--- config.mk ---
export PLATFORM = sky130hd
export DESIGN_NAME = tbsd_cmd_fifo
export DESIGN_NICKNAME = d
export VERILOG_FILES = /design/src/rtl/tbsd_pkg.sv /design/src/rtl/tbsd_cmd_fifo.sv
export SDC_FILE = /design/constraint.sdc
export NUM_CORES = 1
export LEC_CHECK = 0
export ABC_AREA = 0
export ABC_CLOCK_PERIOD_IN_PS = 4400
export BUFFER_PORTS_ARGS = -buffer_cell sky130_fd_sc_hd__buf_2
export CORE_MARGIN = 8
export CORE_UTILIZATION = 35
export CTS_CLUSTER_DIAMETER = 120
export DETAILED_ROUTE_END_ITERATION = 10
export PLACE_DENSITY_LB_ADDON = 0.25
export SETUP_SLACK_MARGIN = 0.1
export SLEW_MARGIN = 15
export SYNTH_ARGS = -nofsm -noshare
export SYNTH_HDL_FRONTEND = slang
export SYNTH_SLANG_ARGS = --single-unit
--- constraint.sdc ---
create_clock -name clk -period 4.4 [get_ports clk]
set_clock_uncertainty 0.1 [all_clocks]
set_input_delay 0 -clock clk [delete_from_list [all_inputs] [get_ports clk]]
set_output_delay 0 -clock clk [all_outputs]
set_load 0.05 [all_outputs]
--- src/rtl/tbsd_pkg.sv ---
`default_nettype none

package tbsd_pkg;

  // Grid defaults, in tile cells
  localparam int DEF_GRID_COLS = 160;
  localparam int DEF_GRID_ROWS = 100;

  // Stream codes
  localparam logic [7:0] BYTE_END      = 8'hFF;
  localparam int         HEAD_VERT_BIT = 7;
  localparam int         HEAD_HORZ_BIT = 6;
  localparam int         OFFSET_W      = 14;

  // Tile length in bytes
  localparam logic [2:0] TILE_LEN_SHORT = 3'd3;
  localparam logic [2:0] TILE_LEN_LONG  = 3'd6;

  // Command queue depth (power of two)
  localparam int CMDQ_DEPTH = 4;

  typedef enum logic [1:0] {
    CMD_PAINT = 2'd0,
    CMD_DROP  = 2'd1,
    CMD_FINAL = 2'd2,
    CMD_FBYTE = 2'd3
  } cmd_op_t;

  typedef enum logic [1:0] {
    KIND_FILL = 2'd0,
    KIND_DROP = 2'd1,
    KIND_DONE = 2'd2
  } res_kind_t;

  typedef struct packed {
    cmd_op_t         op;
    logic [7:0]      xs;
    logic [7:0]      ys;
    logic [7:0]      xe;
    logic [7:0]      ye;
    logic            four;
    logic            tile_done;
    logic [5:0][7:0] pat;
  } cmd_t;

  typedef struct packed {
    logic empty;
    logic full;
  } qstat_t;

  typedef struct packed {
    res_kind_t   kind;
    logic [7:0]  x_start;
    logic [6:0]  y_start;
    logic [7:0]  x_end;
    logic [6:0]  y_end;
    logic        four_rows;
    logic [15:0] blue_rows;
    logic [15:0] red_rows;
    logic [15:0] green_rows;
  } res_t;

endpackage

`default_nettype wire

--- src/rtl/tbsd_cmd_fifo.sv ---
`default_nettype none

module tbsd_cmd_fifo
  import tbsd_pkg::*;
(
  input  wire logic   clk,
  input  wire logic   rst_n,
  input  wire logic   push,
  input  cmd_t        push_cmd,
  input  wire logic   pop,
  output cmd_t        head,
  output qstat_t      stat
);

  localparam int PTR_W = (CMDQ_DEPTH > 1) ? $clog2(CMDQ_DEPTH) : 1;
  localparam int CNT_W = $clog2(CMDQ_DEPTH + 1);

  cmd_t             slot_r [CMDQ_DEPTH];
  logic [PTR_W-1:0] wr_ptr_r, wr_ptr_nxt;
  logic [PTR_W-1:0] rd_ptr_r, rd_ptr_nxt;
  logic [CNT_W-1:0] cnt_r, cnt_nxt;
  logic             do_push, do_pop;

  assign stat.empty = (cnt_r == '0);
  assign stat.full  = (cnt_r == CNT_W'(CMDQ_DEPTH));
  assign do_push    = push && !stat.full;
  assign do_pop     = pop && !stat.empty;
  assign head       = slot_r[rd_ptr_r];

  always_comb begin
    wr_ptr_nxt = do_push ? wr_ptr_r + 1'b1 : wr_ptr_r;
    rd_ptr_nxt = do_pop ? rd_ptr_r + 1'b1 : rd_ptr_r;
    cnt_nxt    = cnt_r;
    if (do_push && !do_pop) begin
      cnt_nxt = cnt_r + 1'b1;
    end else if (do_pop && !do_push) begin
      cnt_nxt = cnt_r - 1'b1;
    end
  end

  always_ff @(posedge clk) begin
    if (!rst_n) begin
      wr_ptr_r <= '0;
      rd_ptr_r <= '0;
      cnt_r    <= '0;
    end else begin
      wr_ptr_r <= wr_ptr_nxt;
      rd_ptr_r <= rd_ptr_nxt;
      cnt_r    <= cnt_nxt;
    end
  end

  always_ff @(posedge clk) begin
    if (do_push) begin
      slot_r[wr_ptr_r] <= push_cmd;
    end
  end

endmodule

`default_nettype wire

# Word level (Yosys, flattened, before mapping)
# Memories as Yosys holds them, arrays and structs flattened. A register that Yosys moved wholly into a read port is not among the register bits.
# Cells that the tools add are included.
# op_classes
n_addsub,4
multipliers,0
div,0
order_cmp,0
n_eq_ne,1
shift,0
muxes,6
bitwise_logic,0
reduce_logical,10
# ops
op,count
3-bit two-way mux,2
2-bit by 1-bit adder with 2-bit output (second input constant),2
1-bit logical AND,4
1-bit zero test,4
2-bit two-way mux,2
3-bit by 1-bit adder with 3-bit output (second input constant),1
3-bit equality test (second input constant),1
3-bit zero test,1
3-bit by 1-bit subtractor with 3-bit output (second input constant),1
1-bit two-way mux,2
2-bit nonzero test,1
# totals
reg_bits,7
latch_bits,0
ramBits,336
rom_bits,0
inputBits,88
word_cells,25
memories,1
# mem_list
name,words,width,rd,rd_clocked_by_memory_dff,write_ports,line,rtl
slot_r,4,84,1,1,1,tbsd_cmd_fifo.sv:18,cmd_t slot_r [CMDQ_DEPTH];

# Depth between registers and ports, before layout
# Gate-level depths: netlist (run 1).
# logic_depth
ltp_word,7
mapped_depth,9

# Worst setup path before layout (run 1)
# No wires, ideal clock.
# synth_timing
path_kind,reg2reg
startpoint,register cnt_r[0]
endpoint,memory slot_r[0][0] in the netlist's numbering (enable)
setup_ns,0.452
arrival_ns,2.916
required_ns,3.848
path_slack_ns,0.932
path_stages_with_launch,5
cell_sequence,dfxtp_1 nor3b_2 nor2b_1 buf_2 and2_1
# synth_rtl
item,line,rtl
"start, declared",tbsd_cmd_fifo.sv:21,"logic [CNT_W-1:0] cnt_r, cnt_nxt;"
"start signal, assigned",tbsd_cmd_fifo.sv:49,cnt_r <= cnt_nxt;
"end, declared",tbsd_cmd_fifo.sv:18,

==> impl_results.md, run 1 <==
- Status: complete, no violations
- FFs w/ async S/R, synth: 0%
- Post-Synth Simple-Gate Area: 0.804%
- Peak supply drop: about 0.34 mV
- Final hold vios: 0
- Synth Instances: 486
- Syn_area_per_cell: 25.9 µm²
- Post-Layout Inst Area: 0.0160 mm²
- Final antenna-violating net count: 0
- Flop2flop setup slack: ~1600 ps
- Post-DP HPWL: 17600 µm
- CP arrival: 2740 ps
- Cell variety after synth: 23
- Top cell type's share of synthesized area: 80.1%
- DR WL/cell: 21.7 µm
- # setup viols final: 0
- Synth area leaders: edfxtp_1 (80%), mux4_2 (15%), dfxtp_1 (1.4%)
- WL final: 27400 µm
- Die W: 206 µm
- RSZ-0062 raised after global routing: no
- Final worst path period share: approximately 65%
- Hold Path Depth: 2
- Actual slew at the worst max-slew pin: between 1000 and 1500 ps
- Fin util: a little under half
- # IOs: 174
- Post-Layout Cell Count: about 1300
- Largest net degree at the start of global routing: 67
- Proportion of layout cells with a drive suffix above 1: between 40 and 50%
- Post-cts resize count: 0
- Routability cong.: 0.730
- Ys Warns: 0
- Critical path endpoint category: output pin
- Setup CP Type: reg -> out
- Die ar.: 0.0423 mm²
- Design Power: 10.2 mW
- GRT overflow: 0
- I/O Buffers: 173
- Via count: ~6000
- F_max: 352 MHz
- DR pass1 iterations: 4
- Register area share after synthesis: 81.5%
- Count leader, synth: edfxtp_1
- Cell taking the most area after synthesis: edfxtp_1
- Root Driver: clkbuf_16
- Number of synthesized register bits: around 350
- Synth Area in XOR/XNOR: 0.278%
- Row count: 69
- Startpoint Class: flop
- Syn Std Cell Area: 0.0126 mm²
- Synth Area in Compound Gates: 0.268%
- Setup ws final: 1560 ps
- Largest family of logic cells by synthesized area: multiplexers
- Nets@finish: 870
- Drt via density: approximately 4.8
- Worst Reg2Reg Path Length in Cells: 4
- Gr usage total: about an eighth
- Post-route DRC: 0
- Power Dens Cells: 637 mW/mm²
- CP max FO: 46
- Worst min path class: in -> reg
- Placed cell areas: 0.0140 mm²
- Hold WS: ~140 ps
- Slew HR: 30.8%
- Core area: around 0.035 mm²
- End point of the critical path: head[2]
- First-pass GRT wire length: about 41000 µm
- Syn_nets: 580
- Post-Synth Adder-Cell Area: 0.655%
- Clock Latency Late Sink: 510 ps
- Clk sink count: 345
- Pins Over Slew Limit: 0
- Initial antenna violation count: 2
- Number of global-route vias before repair: 6647
- Tmin final: 2840 ps
- Inst Count DP: roughly 1100
- TritonCTS clock tree: yes
- Max Cap Viol: 0
- RR Endpoint: slot_r[3][80]$_DFFE_PP_
- LEAKAGE: 5.37 nW
- FF-to-FF Start: cnt_r[0]$_SDFFE_PN0P_
- CTS max path bufs: 3
- Worst EP required: around 4300 ps
- Multiplexer share of the synthesized area: ~15%
- Cts bufs inserted: 37
- Commonest cells in the netlist: edfxtp_1 (336), mux4_2 (84), dfxtp_1 (9)
- Initial drt markers: 255
- CTS clock-pin slew for the worst setup and hold paths: 60 ps
- Pre-CTS setup slack: 1530 ps
- Predominant post-synthesis flop cell: edfxtp_1
- Initial Utilization: 35.5%
- Setup TNS Final: 0 ps
- Overall die height: roughly 210 µm
- Htree depth: 2
- EDFF count, synth: 336
- Syn-to-layout area delta: 26.8%
## cells by family after synthesis
kind of cell | after synthesis
simple gates | 17
mux | 87
compound gates | 4
flops | 345
buf+inv | 23
xor+xnor | 4
fa+ha+maj | 6
## critical path, stage by stage (launching register included)
cell	delay (ps)
dfxtp_4	890
buf_12	430
mux4_2	570
buf_2	240
## state kept, by name, summed over array words and instances (netlist names), named ones only
| signal | cells |
|---|---|
| wr_ptr_r | 2 |
| cnt_r | 3 |
| rd_ptr_r | 2 |
| slot_r | 336 |
## how the worst min path moves through the flow
stage            startpoint                      end  slack (ps)
3_5_place_dp   push_cmd[67]  slot_r[3][67]$_DFFE_PP_         120
4_1_cts        push_cmd[49]  slot_r[1][49]$_DFFE_PP_         120
5_1_grt        push_cmd[49]  slot_r[1][49]$_DFFE_PP_         120
2_1_floorplan   push_cmd[0]   slot_r[0][0]$_DFFE_PP_          -1
6_report       push_cmd[26]  slot_r[3][26]$_DFFE_PP_         140
3_3_place_gp   push_cmd[17]  slot_r[0][17]$_DFFE_PP_         110
## cells in the final DEF (no fill, tap or decap), types with 2 or more instances in the layout
cell           synthesis  final
clkbuf_16              0     37
xnor2_1                3      3
dlygate4sd3_1          0     88
clkbuf_1               3      6
inv_1                  3      3
inv_6                  0      2
clkinv_1               0     11
and2_4                 0      4
clkinv_8               0      2
dfxtp_4                0      2
clkinv_2               0      3
ha_1                   5      5
buf_4                  2      9
mux2i_1                3      3
mux4_2                84     84
buf_2                  8    173
nor2b_1                2      2
and2_1                 8      4
edfxtp_1             336    336
nand2_1                4      4
dfxtp_1                9      7
## timing repair
| action | 4_1_cts | 5_1_grt |
|---|---|---|
| hold buffers | 88 | 0 |
| endpoints found under the hold margin | 345 | 0 |
| setup buffers | 0 | 0 |
## report_power, final
group          leakage (nW)  switching (mW)  internal [mW]
clock network         0.529            1.17           1.60
registers              3.15           0.236           3.99
logic                  1.69            2.17           1.00
## layout make-up
class	instances	area (µm²)
Sequential cell	345	10300
Inverter	3	11.3
Antenna cell	1	2.50
Clock buffer	43	948
Multi-Input combinational cell	118	2180
Timing Repair Buffer	271	1830
Clock inverter	20	144
Fill cell	2995	19500
Tap cell	461	577
## metal layers
layer,wire [µm],track usage [%]
met4,450,3.04
met3,1460,3.27
met2,12700,20.0
met1,12800,18.0
met5,12,0
Note: power is estimated with default switching activity, not from simulation.
==> run 2: changes to the inputs <==
Settings changed: ABC_CLOCK_PERIOD_IN_PS 4400 to 2500.
Clock period 4.4 ns to 2.5 ns, I/O delays scaled along.
==> run 2 against run 1 <==
  * Wire length decreased by 7.6%
  * Largest cell class unchanged
  * Critical endpoint is now cnt_r[2]$_SDFFE_PN0P_
  * Hold slack improved by 5.2 ps
  * Sequential share of layout area fell by 0.92 points
  * Utilization grew 0.66 points
  * Clock power increased by 92%
==> impl_results.md, run 2 (synthesis gave the netlist of run 1 again) <==
- Status: complete, no violations
- Initial drt markers: 239
- DR WL/cell: 20.0 µm
- CTS clock-pin slew for the worst setup and hold paths: 60 ps
- Final antenna-violating net count: 0
- Design Power: 18.3 mW
- HP Start: push_cmd[4]
- Pins Over Slew Limit: 0
- WL final: 25300 µm
- I/O Buffers: roughly 170
- First-pass GRT wire length: between 30000 and 40000 µm
- Register share of total power: 39.5%
- WL met3: 1590 µm
- Number of global-route vias before repair: 6848
- Row count: 69
- Metal2 WL: 12600 µm
- Initial Utilization: 35.5%
- Tmin final: 2250 ps
- Stages on worst setup path: 7
- Slew HR: 70.1%
- CP cell instances: o31ai_2 -> ha_1 -> inv_1 -> fa_1 -> xor2_1 -> or3_1 -> a21boi_0
- Gr usage total: 11.9%
- Die W: 206 µm
- Max FFs per register: 336
- Htree depth: 2
- Setup bufs post-CTS: 0
- Routability cong.: 0.713
- Switching power share of the total: 33.8%
- Delay-heaviest family, CP: adder cells
- Largest net degree at the start of global routing: 57
- Root Driver: clkbuf_16
- Final worst path period share: around nine tenths
- RR Endpoint: cnt_r[2]$_SDFFE_PN0P_
- Setup CP Type: reg -> reg
- Worst min path class: in -> reg
- Nets@finish: 873
- FF-to-FF Start: cnt_r[1]$_SDFFE_PN0P_
- Actual slew at the worst max-slew pin: around 450 ps
- CP max FO: 6
- # IOs: 174
- Proportion of layout cells with a drive suffix above 1: 41.6%
- Slowest CP cell: fa_1
- Worst Hold End: slot_r[0][4]$_DFFE_PP_
- Die ar.: 0.0423 mm²
- Startpoint Class: flop
- DR top layer: met4
- Clock share of power: 29.1%
- Switch Pwr: around 6 mW
- Largest registers: slot_r (336), cnt_r (3)
- GRT overflow: 0
- TritonCTS clock tree: yes
- Syn-to-layout area delta: 28.7%
- F_max: between 400 and 500 MHz
- CP arrival: 2580 ps
- Comb pwr share: 31.4%
- Max Cap Viol: 0
- Worst EP required: ~2800 ps
- Worst Reg2Reg Path Length in Cells: 7
- Post-DP HPWL: 15500 µm
- Met1 wire length: approximately 11000 µm
- Power Internal: 12.1 mW
- Flop2flop setup slack: 250 ps
- Final hold vios: 0
- Core area: between 0.03 and 0.04 mm²
- Initial antenna violation count: 0
- Most frequent cells in the layout: edfxtp_1 (336), buf_2 (173), dlygate4sd3_1 (87)
- Power Dens Cells: 1130 mW/mm²
- LEAKAGE: around 5.5 nW
- DR pass1 iterations: 4
- Peak supply drop: 0.649 mV
- RSZ-0062 raised after global routing: no
- Post-route DRC: 0
- Overall die height: ~210 µm
- Largest Register: slot_r
- Ant diodes: 0
- Drt via density: between 4 and 5
- Most common cell after layout, fill and taps aside: edfxtp_1
- Clock Latency Late Sink: 500 ps
- CP peak stage delay: 370 ps
- Buf/Inv on CP: 1
- Hold Path Depth: 2
- Critical path endpoint category: flop
- # setup viols final: 0
- CTS max path bufs: 3
- Fin util: between 40 and 50%
- Cts bufs inserted: 37
- Via count: 5967
- Clk sink count: around 350
## run 2: changes by cell type in the layout (fill, tap and decap cells not counted), moves of 3 or more
cell      change
clkbuf_8      +3
buf_4         -3
clkinv_1      -4
buf_12        +7
## run 2: through the flow
step	cells	setup TNS (ps)	cell area (µm²)	hold WS (ps)	worst slack, ps
6_report	1267	0	16200	144	253
5_1_grt	1267	0	16200	130	137
4_1_cts	1267	0	16200	106	189
3_5_place_dp	1114	0	14100	119	206
3_3_place_gp	1114	0	14100	109	296
2_1_floorplan	486	-6360	12600	-1.13	-18.9
## run 2: routing by layer
layer	track usage, %	up-vias
met4	3.09	0
met1	14.8	3101
met2	20.3	148
met3	3.37	42
li1	-	2676
met5	0	-
## run 2: worst max path at each step
stage                                      from                     end  slack, ps
after floorplan           cnt_r[0]$_SDFFE_PN0P_  slot_r[0][0]$_DFFE_PP_        -20
after global placement    cnt_r[1]$_SDFFE_PN0P_   cnt_r[2]$_SDFFE_PN0P_        300
after detailed placement  cnt_r[1]$_SDFFE_PN0P_   cnt_r[2]$_SDFFE_PN0P_        210
after CTS                 cnt_r[1]$_SDFFE_PN0P_   cnt_r[2]$_SDFFE_PN0P_        190
after global routing      cnt_r[1]$_SDFFE_PN0P_   cnt_r[2]$_SDFFE_PN0P_        140
final                     cnt_r[1]$_SDFFE_PN0P_   cnt_r[2]$_SDFFE_PN0P_        250
## run 2: worst reg2reg max path: cells and delay by family (launching register included)
kind	cells	cell delay (ps)
fa+ha+maj	2	630
simple gates	1	330
flops	1	360
xor+xnor	1	170
buf+inv	1	70
compound gates	2	510
## run 2: power by group through the flow
stage | sequential (mW) | combinational, mW | clock (mW)
after floorplan | 7.27 | 4.46 | 0
after global placement | 7.30 | 5.73 | 0
after detailed placement | 7.35 | 5.77 | 0
after CTS | 7.23 | 5.91 | 5.47
after global routing | 7.28 | 6.08 | 5.67
final | 7.23 | 5.73 | 5.31
## run 2: what timing repair did
item	4_1_cts	5_1_grt
resized for setup	0	2
hold endpoints to repair	345	0
hold buffers	87	0
endpoints found under the setup margin	0	1
## run 2: area by class of cell
class                      count  area, µm²
sequential                   345      10300
tap                          461        577
inverter                       3       11.3
multi-input combinational    118       2190
clock inverter                19        178
timing repair buffer         274       1940
clock buffer                  47       1040
fill                        2989      19300
