===== config.mk =====
export PLATFORM = sky130hd
export DESIGN_NAME = tbsd_front
export DESIGN_NICKNAME = d
export VERILOG_FILES = /design/src/rtl/tbsd_pkg.sv /design/src/rtl/tbsd_front.sv
export SDC_FILE = /design/constraint.sdc
export NUM_CORES = 1
export LEC_CHECK = 0
export BUFFER_PORTS_ARGS = -buffer_cell sky130_fd_sc_hd__buf_2
export CORE_ASPECT_RATIO = 1.1
export CORE_MARGIN = 8
export CORE_UTILIZATION = 65
export CTS_CLUSTER_DIAMETER = 40
export CTS_CLUSTER_SIZE = 25
export DETAILED_ROUTE_END_ITERATION = 10
export PLACE_DENSITY = 0.87
export SLEW_MARGIN = 10
export SYNTH_ARGS = -nofsm -noshare
export SYNTH_HDL_FRONTEND = slang
export SYNTH_SLANG_ARGS = --single-unit

===== constraint.sdc =====
create_clock -name clk -period 6.8 [get_ports clk]
set_input_delay 1.02 -clock clk [delete_from_list [all_inputs] [get_ports clk]]
set_output_delay 1.02 -clock clk [all_outputs]
set_load 0.01 [all_outputs]

===== src/rtl/tbsd_pkg.sv =====
`default_nettype none

package tbsd_pkg;

  // Grid defaults, in tile cells
  localparam int DEF_GRID_COLS = 160;
  localparam int DEF_GRID_ROWS = 100;

  // Stream codes
  localparam logic [7:0] BYTE_END      = 8'hFF;
  localparam int         HEAD_VERT_BIT = 7;
  localparam int         HEAD_HORZ_BIT = 6;
  localparam int         OFFSET_W      = 14;

  // Tile length in bytes
  localparam logic [2:0] TILE_LEN_SHORT = 3'd3;
  localparam logic [2:0] TILE_LEN_LONG  = 3'd6;

  // Command queue depth (power of two)
  localparam int CMDQ_DEPTH = 4;

  typedef enum logic [1:0] {
    CMD_PAINT = 2'd0,
    CMD_DROP  = 2'd1,
    CMD_FINAL = 2'd2,
    CMD_FBYTE = 2'd3
  } cmd_op_t;

  typedef enum logic [1:0] {
    KIND_FILL = 2'd0,
    KIND_DROP = 2'd1,
    KIND_DONE = 2'd2
  } res_kind_t;

  typedef struct packed {
    cmd_op_t         op;
    logic [7:0]      xs;
    logic [7:0]      ys;
    logic [7:0]      xe;
    logic [7:0]      ye;
    logic            four;
    logic            tile_done;
    logic [5:0][7:0] pat;
  } cmd_t;

  typedef struct packed {
    logic empty;
    logic full;
  } qstat_t;

  typedef struct packed {
    res_kind_t   kind;
    logic [7:0]  x_start;
    logic [6:0]  y_start;
    logic [7:0]  x_end;
    logic [6:0]  y_end;
    logic        four_rows;
    logic [15:0] blue_rows;
    logic [15:0] red_rows;
    logic [15:0] green_rows;
  } res_t;

endpackage

`default_nettype wire


===== src/rtl/tbsd_front.sv =====
`default_nettype none

module tbsd_front
  import tbsd_pkg::*;
#(
  parameter int GRID_COLS = DEF_GRID_COLS,
  parameter int GRID_ROWS = DEF_GRID_ROWS
) (
  input  wire logic       clk,
  input  wire logic       rst_n,
  input  wire logic       in_valid,
  input  wire logic [7:0] in_byte,
  output logic            in_ready,
  input  wire logic       init_done,
  input  qstat_t          q_stat,
  output logic            push,
  output cmd_t            push_cmd
);

  // Offset split: q = (off * RECIP) >> OFFSET_W is exact or one low
  localparam int         RECIP    = (1 << OFFSET_W) / GRID_COLS;
  localparam int         PROD_W   = 2 * OFFSET_W;
  localparam int         QC_W     = OFFSET_W + 8;
  localparam logic [8:0] COLS9    = 9'(GRID_COLS);
  localparam logic [13:0] COLS14  = 14'(GRID_COLS);
  localparam logic [13:0] ROWS14  = 14'(GRID_ROWS);

  typedef enum logic [12:0] {
    PH_MODE  = 13'b0_0000_0000_0001,
    PH_TILE  = 13'b0_0000_0000_0010,
    PH_RHEAD = 13'b0_0000_0000_0100,
    PH_RLOW  = 13'b0_0000_0000_1000,
    PH_DIV1  = 13'b0_0000_0001_0000,
    PH_DIV2  = 13'b0_0000_0010_0000,
    PH_DIV3  = 13'b0_0000_0100_0000,
    PH_VERT  = 13'b0_0000_1000_0000,
    PH_HORZ  = 13'b0_0001_0000_0000,
    PH_BOTHX = 13'b0_0010_0000_0000,
    PH_BOTHY = 13'b0_0100_0000_0000,
    PH_CELLX = 13'b0_1000_0000_0000,
    PH_CELLY = 13'b1_0000_0000_0000
  } phase_t;

  typedef enum logic [1:0] {
    CLS_EMPTY = 2'd0,
    CLS_DROP  = 2'd1,
    CLS_PAINT = 2'd2
  } rect_cls_t;

  phase_t                 phase_r, phase_nxt;
  logic                   fill_r, fill_nxt;
  logic                   lm_nz_r, lm_nz_nxt;
  logic                   lm_gt1_r, lm_gt1_nxt;
  logic [2:0]             tcnt_r, tcnt_nxt;
  logic [5:0][7:0]        pat_r, pat_nxt;
  logic [7:0]             head_r, head_nxt;
  logic [OFFSET_W-1:0]    off_r, off_nxt;
  logic [PROD_W-1:0]      prod_r, prod_nxt;
  logic [OFFSET_W-1:0]    q_r, q_nxt;
  logic [8:0]             rem_r, rem_nxt;
  logic [7:0]             first_r, first_nxt;

  logic                   acc;
  logic                   busy_div;
  logic [2:0]             t_need, t_k, t_k1;
  logic [5:0][7:0]        t_pat;
  logic                   t_done;
  logic [OFFSET_W-1:0]    q0;
  logic [QC_W-1:0]        diff;
  logic                   rect_go;
  logic [7:0]             r_xs, r_xe;
  logic [13:0]            r_ys, r_ye;
  rect_cls_t              cls;

  function automatic rect_cls_t classify(input logic [7:0] xs, input logic [13:0] ys,
                                         input logic [7:0] xe, input logic [13:0] ye);
    rect_cls_t c;
    if (xe < xs || ye < ys) begin
      c = CLS_EMPTY;
    end else if (14'(xs) >= COLS14 || 14'(xe) >= COLS14 || ys >= ROWS14 || ye >= ROWS14) begin
      c = CLS_DROP;
    end else begin
      c = CLS_PAINT;
    end
    return c;
  endfunction

  assign busy_div = (phase_r == PH_DIV1) || (phase_r == PH_DIV2) || (phase_r == PH_DIV3);
  assign in_ready = init_done && !q_stat.full && !busy_div;
  assign acc      = in_valid && in_ready;

  // Tile byte placement: a byte lands in slot k and, for the first plane
  // bytes, also in slot k+3 so short tiles repeat rows 0 and 1.
  always_comb begin
    t_need = lm_gt1_r ? TILE_LEN_LONG : TILE_LEN_SHORT;
    t_k    = (tcnt_r >= t_need) ? 3'd0 : tcnt_r;
    t_pat  = pat_r;
    for (int i = 0; i < 6; i++) begin
      if (3'(i) == t_k || (t_k < TILE_LEN_SHORT && 3'(i) == t_k + TILE_LEN_SHORT)) begin
        t_pat[i] = in_byte;
      end
    end
    t_k1   = t_k + 3'd1;
    t_done = (t_k1 >= t_need);
  end

  assign q0   = prod_r[PROD_W-1:OFFSET_W];
  assign diff = QC_W'(off_r) - QC_W'(q0) * QC_W'(GRID_COLS);

  always_comb begin
    phase_nxt  = phase_r;
    fill_nxt   = fill_r;
    lm_nz_nxt  = lm_nz_r;
    lm_gt1_nxt = lm_gt1_r;
    tcnt_nxt   = tcnt_r;
    pat_nxt    = pat_r;
    head_nxt   = head_r;
    off_nxt    = off_r;
    prod_nxt   = prod_r;
    q_nxt      = q_r;
    rem_nxt    = rem_r;
    first_nxt  = first_r;
    push       = 1'b0;
    push_cmd   = '0;
    rect_go    = 1'b0;
    r_xs       = rem_r[7:0];
    r_ys       = q_r;
    r_xe       = rem_r[7:0];
    r_ye       = q_r;

    if (fill_r) begin
      // After the closing end byte every transfer goes to the back as is
      if (acc) begin
        pat_nxt            = t_pat;
        tcnt_nxt           = t_done ? 3'd0 : t_k1;
        push               = 1'b1;
        push_cmd.op        = CMD_FBYTE;
        push_cmd.four      = lm_nz_r;
        push_cmd.tile_done = t_done;
        push_cmd.pat       = t_pat;
      end
    end else begin
      case (phase_r)
        PH_MODE: begin
          if (acc) begin
            tcnt_nxt = 3'd0;
            if (in_byte == BYTE_END) begin
              if (lm_nz_r) begin
                lm_gt1_nxt = 1'b1;
              end
              fill_nxt    = 1'b1;
              push        = 1'b1;
              push_cmd.op = CMD_FINAL;
            end else begin
              lm_nz_nxt  = (in_byte != 8'd0);
              lm_gt1_nxt = (in_byte > 8'd1);
              phase_nxt  = PH_TILE;
            end
          end
        end
        PH_TILE: begin
          if (acc) begin
            pat_nxt  = t_pat;
            tcnt_nxt = t_done ? 3'd0 : t_k1;
            if (t_done) begin
              phase_nxt = PH_RHEAD;
            end
          end
        end
        PH_RHEAD: begin
          if (acc) begin
            if (in_byte == BYTE_END) begin
              phase_nxt = PH_CELLX;
            end else begin
              head_nxt  = in_byte;
              phase_nxt = PH_RLOW;
            end
          end
        end
        PH_RLOW: begin
          if (acc) begin
            off_nxt   = {head_r[OFFSET_W-9:0], in_byte};
            phase_nxt = PH_DIV1;
          end
        end
        PH_DIV1: begin
          prod_nxt  = PROD_W'(off_r) * PROD_W'(RECIP);
          phase_nxt = PH_DIV2;
        end
        PH_DIV2: begin
          q_nxt     = q0;
          rem_nxt   = diff[8:0];
          phase_nxt = PH_DIV3;
        end
        PH_DIV3: begin
          if (rem_r >= COLS9) begin
            rem_nxt = rem_r - COLS9;
            q_nxt   = q_r + 1'b1;
          end
          if (head_r[HEAD_VERT_BIT]) begin
            phase_nxt = PH_VERT;
          end else if (head_r[HEAD_HORZ_BIT]) begin
            phase_nxt = PH_HORZ;
          end else begin
            phase_nxt = PH_BOTHX;
          end
        end
        PH_VERT: begin
          r_ye    = 14'(in_byte);
          rect_go = acc;
          if (acc) begin
            phase_nxt = PH_RHEAD;
          end
        end
        PH_HORZ: begin
          r_xe    = in_byte;
          rect_go = acc;
          if (acc) begin
            phase_nxt = PH_RHEAD;
          end
        end
        PH_BOTHX: begin
          if (acc) begin
            first_nxt = in_byte;
            phase_nxt = PH_BOTHY;
          end
        end
        PH_BOTHY: begin
          r_xe    = first_r;
          r_ye    = 14'(in_byte);
          rect_go = acc;
          if (acc) begin
            phase_nxt = PH_RHEAD;
          end
        end
        PH_CELLX: begin
          if (acc) begin
            if (in_byte == BYTE_END) begin
              phase_nxt = PH_MODE;
            end else begin
              first_nxt = in_byte;
              phase_nxt = PH_CELLY;
            end
          end
        end
        PH_CELLY: begin
          r_xs    = first_r;
          r_xe    = first_r;
          r_ys    = 14'(in_byte);
          r_ye    = 14'(in_byte);
          rect_go = acc;
          if (acc) begin
            phase_nxt = PH_CELLX;
          end
        end
        default: begin
          phase_nxt = PH_MODE;
        end
      endcase
    end

    // Drop empty rectangles here; everything else goes down the queue
    cls = classify(r_xs, r_ys, r_xe, r_ye);
    if (rect_go && cls != CLS_EMPTY) begin
      push          = 1'b1;
      push_cmd.op   = (cls == CLS_DROP) ? CMD_DROP : CMD_PAINT;
      push_cmd.xs   = r_xs;
      push_cmd.ys   = r_ys[7:0];
      push_cmd.xe   = r_xe;
      push_cmd.ye   = r_ye[7:0];
      push_cmd.four = lm_nz_r;
      push_cmd.pat  = pat_r;
    end
  end

  always_ff @(posedge clk) begin
    if (!rst_n) begin
      phase_r  <= PH_MODE;
      fill_r   <= 1'b0;
      lm_nz_r  <= 1'b0;
      lm_gt1_r <= 1'b0;
      tcnt_r   <= 3'd0;
    end else begin
      phase_r  <= phase_nxt;
      fill_r   <= fill_nxt;
      lm_nz_r  <= lm_nz_nxt;
      lm_gt1_r <= lm_gt1_nxt;
      tcnt_r   <= tcnt_nxt;
    end
  end

  always_ff @(posedge clk) begin
    pat_r   <= pat_nxt;
    head_r  <= head_nxt;
    off_r   <= off_nxt;
    prod_r  <= prod_nxt;
    q_r     <= q_nxt;
    rem_r   <= rem_nxt;
    first_r <= first_nxt;
  end

endmodule

`default_nettype wire


# Yosys cells after proc, flatten, opt, wreduce, memory -nomap -nowiden
# Cells that the tools add are included.
# totals
output_inout_bits	86
inputBits	14
regBits	140
word_cells	191
# classes
add_sub_neg	5
n_reduce_logical	45
magnitude_cmp	11
n_eq_ne	39
n_mux	70
n_mul	2
bitwise_logic	2
# ops
op	n
$mux 48	4
$mux 13	11
$pmux 13 s11	1
$mux 50	2
$mux 8	12
$mux 14	5
$mux 35	1
$pmux 8 s2	2
$ge 14x7->1 const B	2
$pmux 14 s2	1
$ne 2x2->1 const B	11
$mul 14x6->20 const B	1
$mux 10	2
$mux 3	6
$pmux 9 s2	1
$ge 8x8->1 const B	2
$add 14x1->14 const B	1
$lt 14x14->1	1
$mux 2	7
$eq 13x1->1 const B	1
$eq 13x10->1 const B	1
$eq 13x11->1 const B	1
$eq 13x12->1 const B	1
$eq 13x13->1 const B	1
other kinds (45)	96

# Logic depth before layout (Yosys ltp)
# depth
depth_word	13
ltp_mapped	19
depth_no_buf	15

# Least setup slack after synthesis
# OpenSTA, ideal clock, no wires.
# synth_timing
kind	register to output
start	register phase_r[3]
end	output push_cmd[82] (netlist bit)
arrival_time_ns	3.859
n_path_buf	5
required_time_ns	5.780
stages_incl_launch_ff	18
slack_ns	1.921
path_cell_list	dfxtp_1 -> buf_2 -> or4_4 -> nor2_4 -> o2111a_1 -> buf_4 -> clkbuf_1 -> nor2b_1 -> ha_1 -> a21o_1 -> a21o_1 -> a211oi_1 -> nand3b_1 -> or3_1 -> and4_1 -> buf_6 -> buf_6 -> mux2i_1
# synth_rtl
element	line	source
start, declared	tbsd_front.sv:50	phase_t phase_r, phase_nxt;
start signal, assigned	tbsd_front.sv:284	phase_r <= phase_nxt;
end, declared	tbsd_front.sv:17	output cmd_t push_cmd

==> metrics.md <==
| Metric | Value |
|---|---|
| Number of rows in the core area | `45` |
| Max-slew violation count | `0` |
| Critical Path Start Type | `flop` |
| Most used standard cell by instance count after synthesis | `sky130_fd_sc_hd__edfxtp_1` |
| Number of search-and-repair iterations in the first detailed-routing pass | `6` |
| H-tree levels | `4` |
| Number of antenna cells inserted | `0` |
| Count of mapped cells out of synthesis | `878` |
| Overall track demand over capacity in global routing | `0.270` |
| Via count | `7525` |
| CTS-repair resized insts | `0` |
| Share of layout cells above drive strength 1 | `0.214` |
| Seq cells post-synth | `between 100 and 150` |
| Placeable core region | `about 14000 µm²` |
| Clock transition at the registers of the reported paths | `roughly 60 ps` |
| Number of clock sinks | `~130` |
| Number of remaining DRC errors | `0` |
| Yosys top cell by area | `sky130_fd_sc_hd__edfxtp_1` |
| Maximum count of clock buffers along a single path | `2` |
| Port Buffers | `just under 100` |
| Routed len/inst | `21.3 µm` |
| Number of global-route vias before repair | `7312` |
| Setup repair after global routing missed its margin | `false` |
| Total nets after synthesis | `991` |
| Number of CTS-inserted buffers | `17` |
| WP data arrival | `5160 ps` |
| Met3 GRT Util | `0.0641` |
| DR iter-0 viols | `863` |
| Layout-stage area growth over the synthesis result | `13.0%` |
| Dominant register cell in the synthesized netlist | `sky130_fd_sc_hd__edfxtp_1` |
| Die width | `129 µm` |
| Largest driver fanout on the critical path | `32` |
| Global route total overflow | `0` |
| Largest net degree at the start of global routing | `49` |
| Gp weighted congestion | `0.911` |
| Sequential cell area | `around 3600 µm²` |
| Clock network latency to the later pin of the worst-skew pair | `430 ps` |
| Clock tree root driver cell | `sky130_fd_sc_hd__clkbuf_16` |
| Synth warn | `0` |
| Required time worst endpoint | `5780 ps` |
| Final non-filler cell total | `1152` |
| Count of flip-flops with a built-in enable after synthesis | `~110` |
| Fraction of synthesis flops using an asynchronous set or reset pin | `0` |
| Transition time at the pin with the least slew margin | `~1200 ps` |
| Wire length of the first global-routing pass | `38.4 mm` |
| Number of max-cap violations | `0` |
| Synth top area share | `0.353` |
| Area of the mapped netlist | `9180 µm²` |
| Overall die area | `between 15000 and 20000 µm²` |
| I/O pin count | `100` |
| Final setup vio count | `0` |
| Final hold violations | `0` |
| Most Crowded Layer GR | `met2` |
| Number of nets still failing antenna checks after routing | `0` |
| Worst rel slew slack | `0.188` |
| Initial antenna violation count | `0` |
| Final period util | `0.909` |
| Sum Neg Setup Slack | `0 ps` |
| Crit path time final | `6180 ps` |
| Worst Path Class, Setup | `reg2out` |
| IR drop worst, VDD | `0.195 mV` |
| Via density per instance | `6.53` |
| Type of destination of the critical path | `primary output` |
| # Post-CTS Setup Buffers | `0` |
| Half-perimeter wire length after detailed placement | `17.3 mm` |
| Met1 GRT Util | `0.331` |
| TritonCTS clock tree | `done` |
| Synth area leaders | `sky130_fd_sc_hd__edfxtp_1 35%, sky130_fd_sc_hd__ha_1 11%, sky130_fd_sc_hd__mux2_2 6.5%` |
| Final Routed Wirelength | `24.5 mm` |
| Final clock skew | `9.90 ps` |
| Synth cell count leaders | `108 x sky130_fd_sc_hd__edfxtp_1, 79 x sky130_fd_sc_hd__ha_1, 69 x sky130_fd_sc_hd__inv_1` |
| Number of distinct library cells after synthesis | `63` |
| Per-instance average area after synthesis | `10.5 µm²` |
| Met2 track utilization from global routing | `0.450` |
| Status | `finished clean` |
| LEAKAGE | `4.48 nW` |
| Max Freq | `0.162 GHz` |
| Vertical die dimension | `141 µm` |
| # hold bufs at CTS | `0` |
| Initial Utilization | `0.666` |
| PwrDens | `199 nW/µm²` |
| Path class of the lowest-slack min-delay path | `reg2reg` |
| Filler instances | `between 800 and 900` |
| # nets final | `1064` |
| Placed insts | `1120` |
| Register area share after synthesis | `0.395` |
| Area taken by multi-input logic gates | `5060 µm²` |
[critical path: stages (launching register included)]
cell and delay (ps):
sky130_fd_sc_hd__dfxtp_1 380, sky130_fd_sc_hd__or4_4 620, sky130_fd_sc_hd__nor2_4 170, sky130_fd_sc_hd__o2111a_1 650, sky130_fd_sc_hd__mux2_2 440, sky130_fd_sc_hd__ha_1 300, sky130_fd_sc_hd__and3_1 180, sky130_fd_sc_hd__a22o_1 210
sky130_fd_sc_hd__o21ai_0 150, sky130_fd_sc_hd__nand3b_1 120, sky130_fd_sc_hd__or3_1 410, sky130_fd_sc_hd__and4_2 460, sky130_fd_sc_hd__buf_12 260, sky130_fd_sc_hd__a22o_1 210, sky130_fd_sc_hd__buf_2 140
[sequential cells by signal, indices dropped and copies added, names as in the netlist]
| name | flops |
|---|---|
| fill_r | 1 |
| first_r | 8 |
| head_r | 8 |
| lm_gt1_r | 1 |
| lm_nz_r | 1 |
| off_r | 14 |
| pat_r | 48 |
| phase_r | 13 |
| prod_r | 7 |
| q_r | 14 |
| rem_r | 9 |
| tcnt_r | 3 |
[where the power goes]
part           internal (mW)  leakage [nW]  switching (mW)
logic                 0.0763          3.03           0.122
registers              0.854          1.14          0.0140
clock network          0.622         0.304           0.376
[worst paths after layout]
check	from	endpoint	slack [ps]	cells past startpoint
worst max-delay path	phase_r[2]	push_cmd[6]	620	14
worst min-delay path	head_r[1]	off_r[9]	420	0
worst max register to register	off_r[3]	prod_r[19]	2410	12
worst min register to register	head_r[1]	off_r[9]	420	0
[metal layers]
| metal | share of wire | vias to the layer above |
|---|---|---|
| li1 | - | 3383 |
| met1 | 0.39 | 3626 |
| met2 | 0.49 | 451 |
| met3 | 0.095 | 65 |
| met4 | 0.026 | 0 |
| met5 | 0 | - |
[final cells by class]
class	instances	area share
multi-input cells	630	0.488
flip-flops and latches	127	0.349
repair buffers	106	0.0542
clock buffers	18	0.0414
inverters	69	0.0250
well taps	188	0.0227
clock inverters	14	0.0200
[metrics by stage]
stage,setup WS [ps],utilization,total power [mW],cell area (µm²),hold WS (ps)
after floorplan,1920,-,1.03,9180,400
after global placement,1210,0.706,1.07,9740,402
after detailed placement,1200,0.706,1.07,9740,405
after CTS,704,0.752,2.05,10400,419
after global routing,405,0.752,2.10,10400,423
final,620,0.752,2.06,10400,418
[cell usage in the layout, fill, tap and decap left out, types with 7 or more instances in the layout]
master / count
sky130_fd_sc_hd__ha_1: 79
sky130_fd_sc_hd__nand2_1: 52
sky130_fd_sc_hd__buf_4: 7
sky130_fd_sc_hd__buf_2: 98
sky130_fd_sc_hd__a211oi_1: 7
sky130_fd_sc_hd__or3_1: 8
sky130_fd_sc_hd__xnor2_1: 15
sky130_fd_sc_hd__o21ai_0: 39
sky130_fd_sc_hd__fa_1: 20
sky130_fd_sc_hd__nor2b_1: 11
sky130_fd_sc_hd__nand4_1: 15
sky130_fd_sc_hd__nand3_1: 16
sky130_fd_sc_hd__and3_1: 9
sky130_fd_sc_hd__nand2b_1: 10
sky130_fd_sc_hd__a21oi_1: 33
sky130_fd_sc_hd__and2_1: 21
sky130_fd_sc_hd__clkbuf_16: 17
sky130_fd_sc_hd__mux2i_1: 21
sky130_fd_sc_hd__nor3_1: 19
sky130_fd_sc_hd__a22oi_1: 7
sky130_fd_sc_hd__dfxtp_1: 19
sky130_fd_sc_hd__edfxtp_1: 108
sky130_fd_sc_hd__xor2_1: 12
sky130_fd_sc_hd__nor4_1: 9
sky130_fd_sc_hd__mux2_2: 53
sky130_fd_sc_hd__nor2_1: 52
sky130_fd_sc_hd__a21o_1: 8
sky130_fd_sc_hd__inv_1: 69
sky130_fd_sc_hd__a22o_1: 52
[kinds of logic (layout without fill, tap and decap cells)]
family	after synthesis	count (layout)	synth area share
simple gates	251	251	0.147
buf+inv	121	207	0.0563
flops	127	127	0.395
compound gates	179	179	0.137
xor+xnor	27	27	0.0258
mux	74	74	0.0879
fa+ha+maj	99	99	0.151
Note: power is estimated with default switching activity, not from simulation.
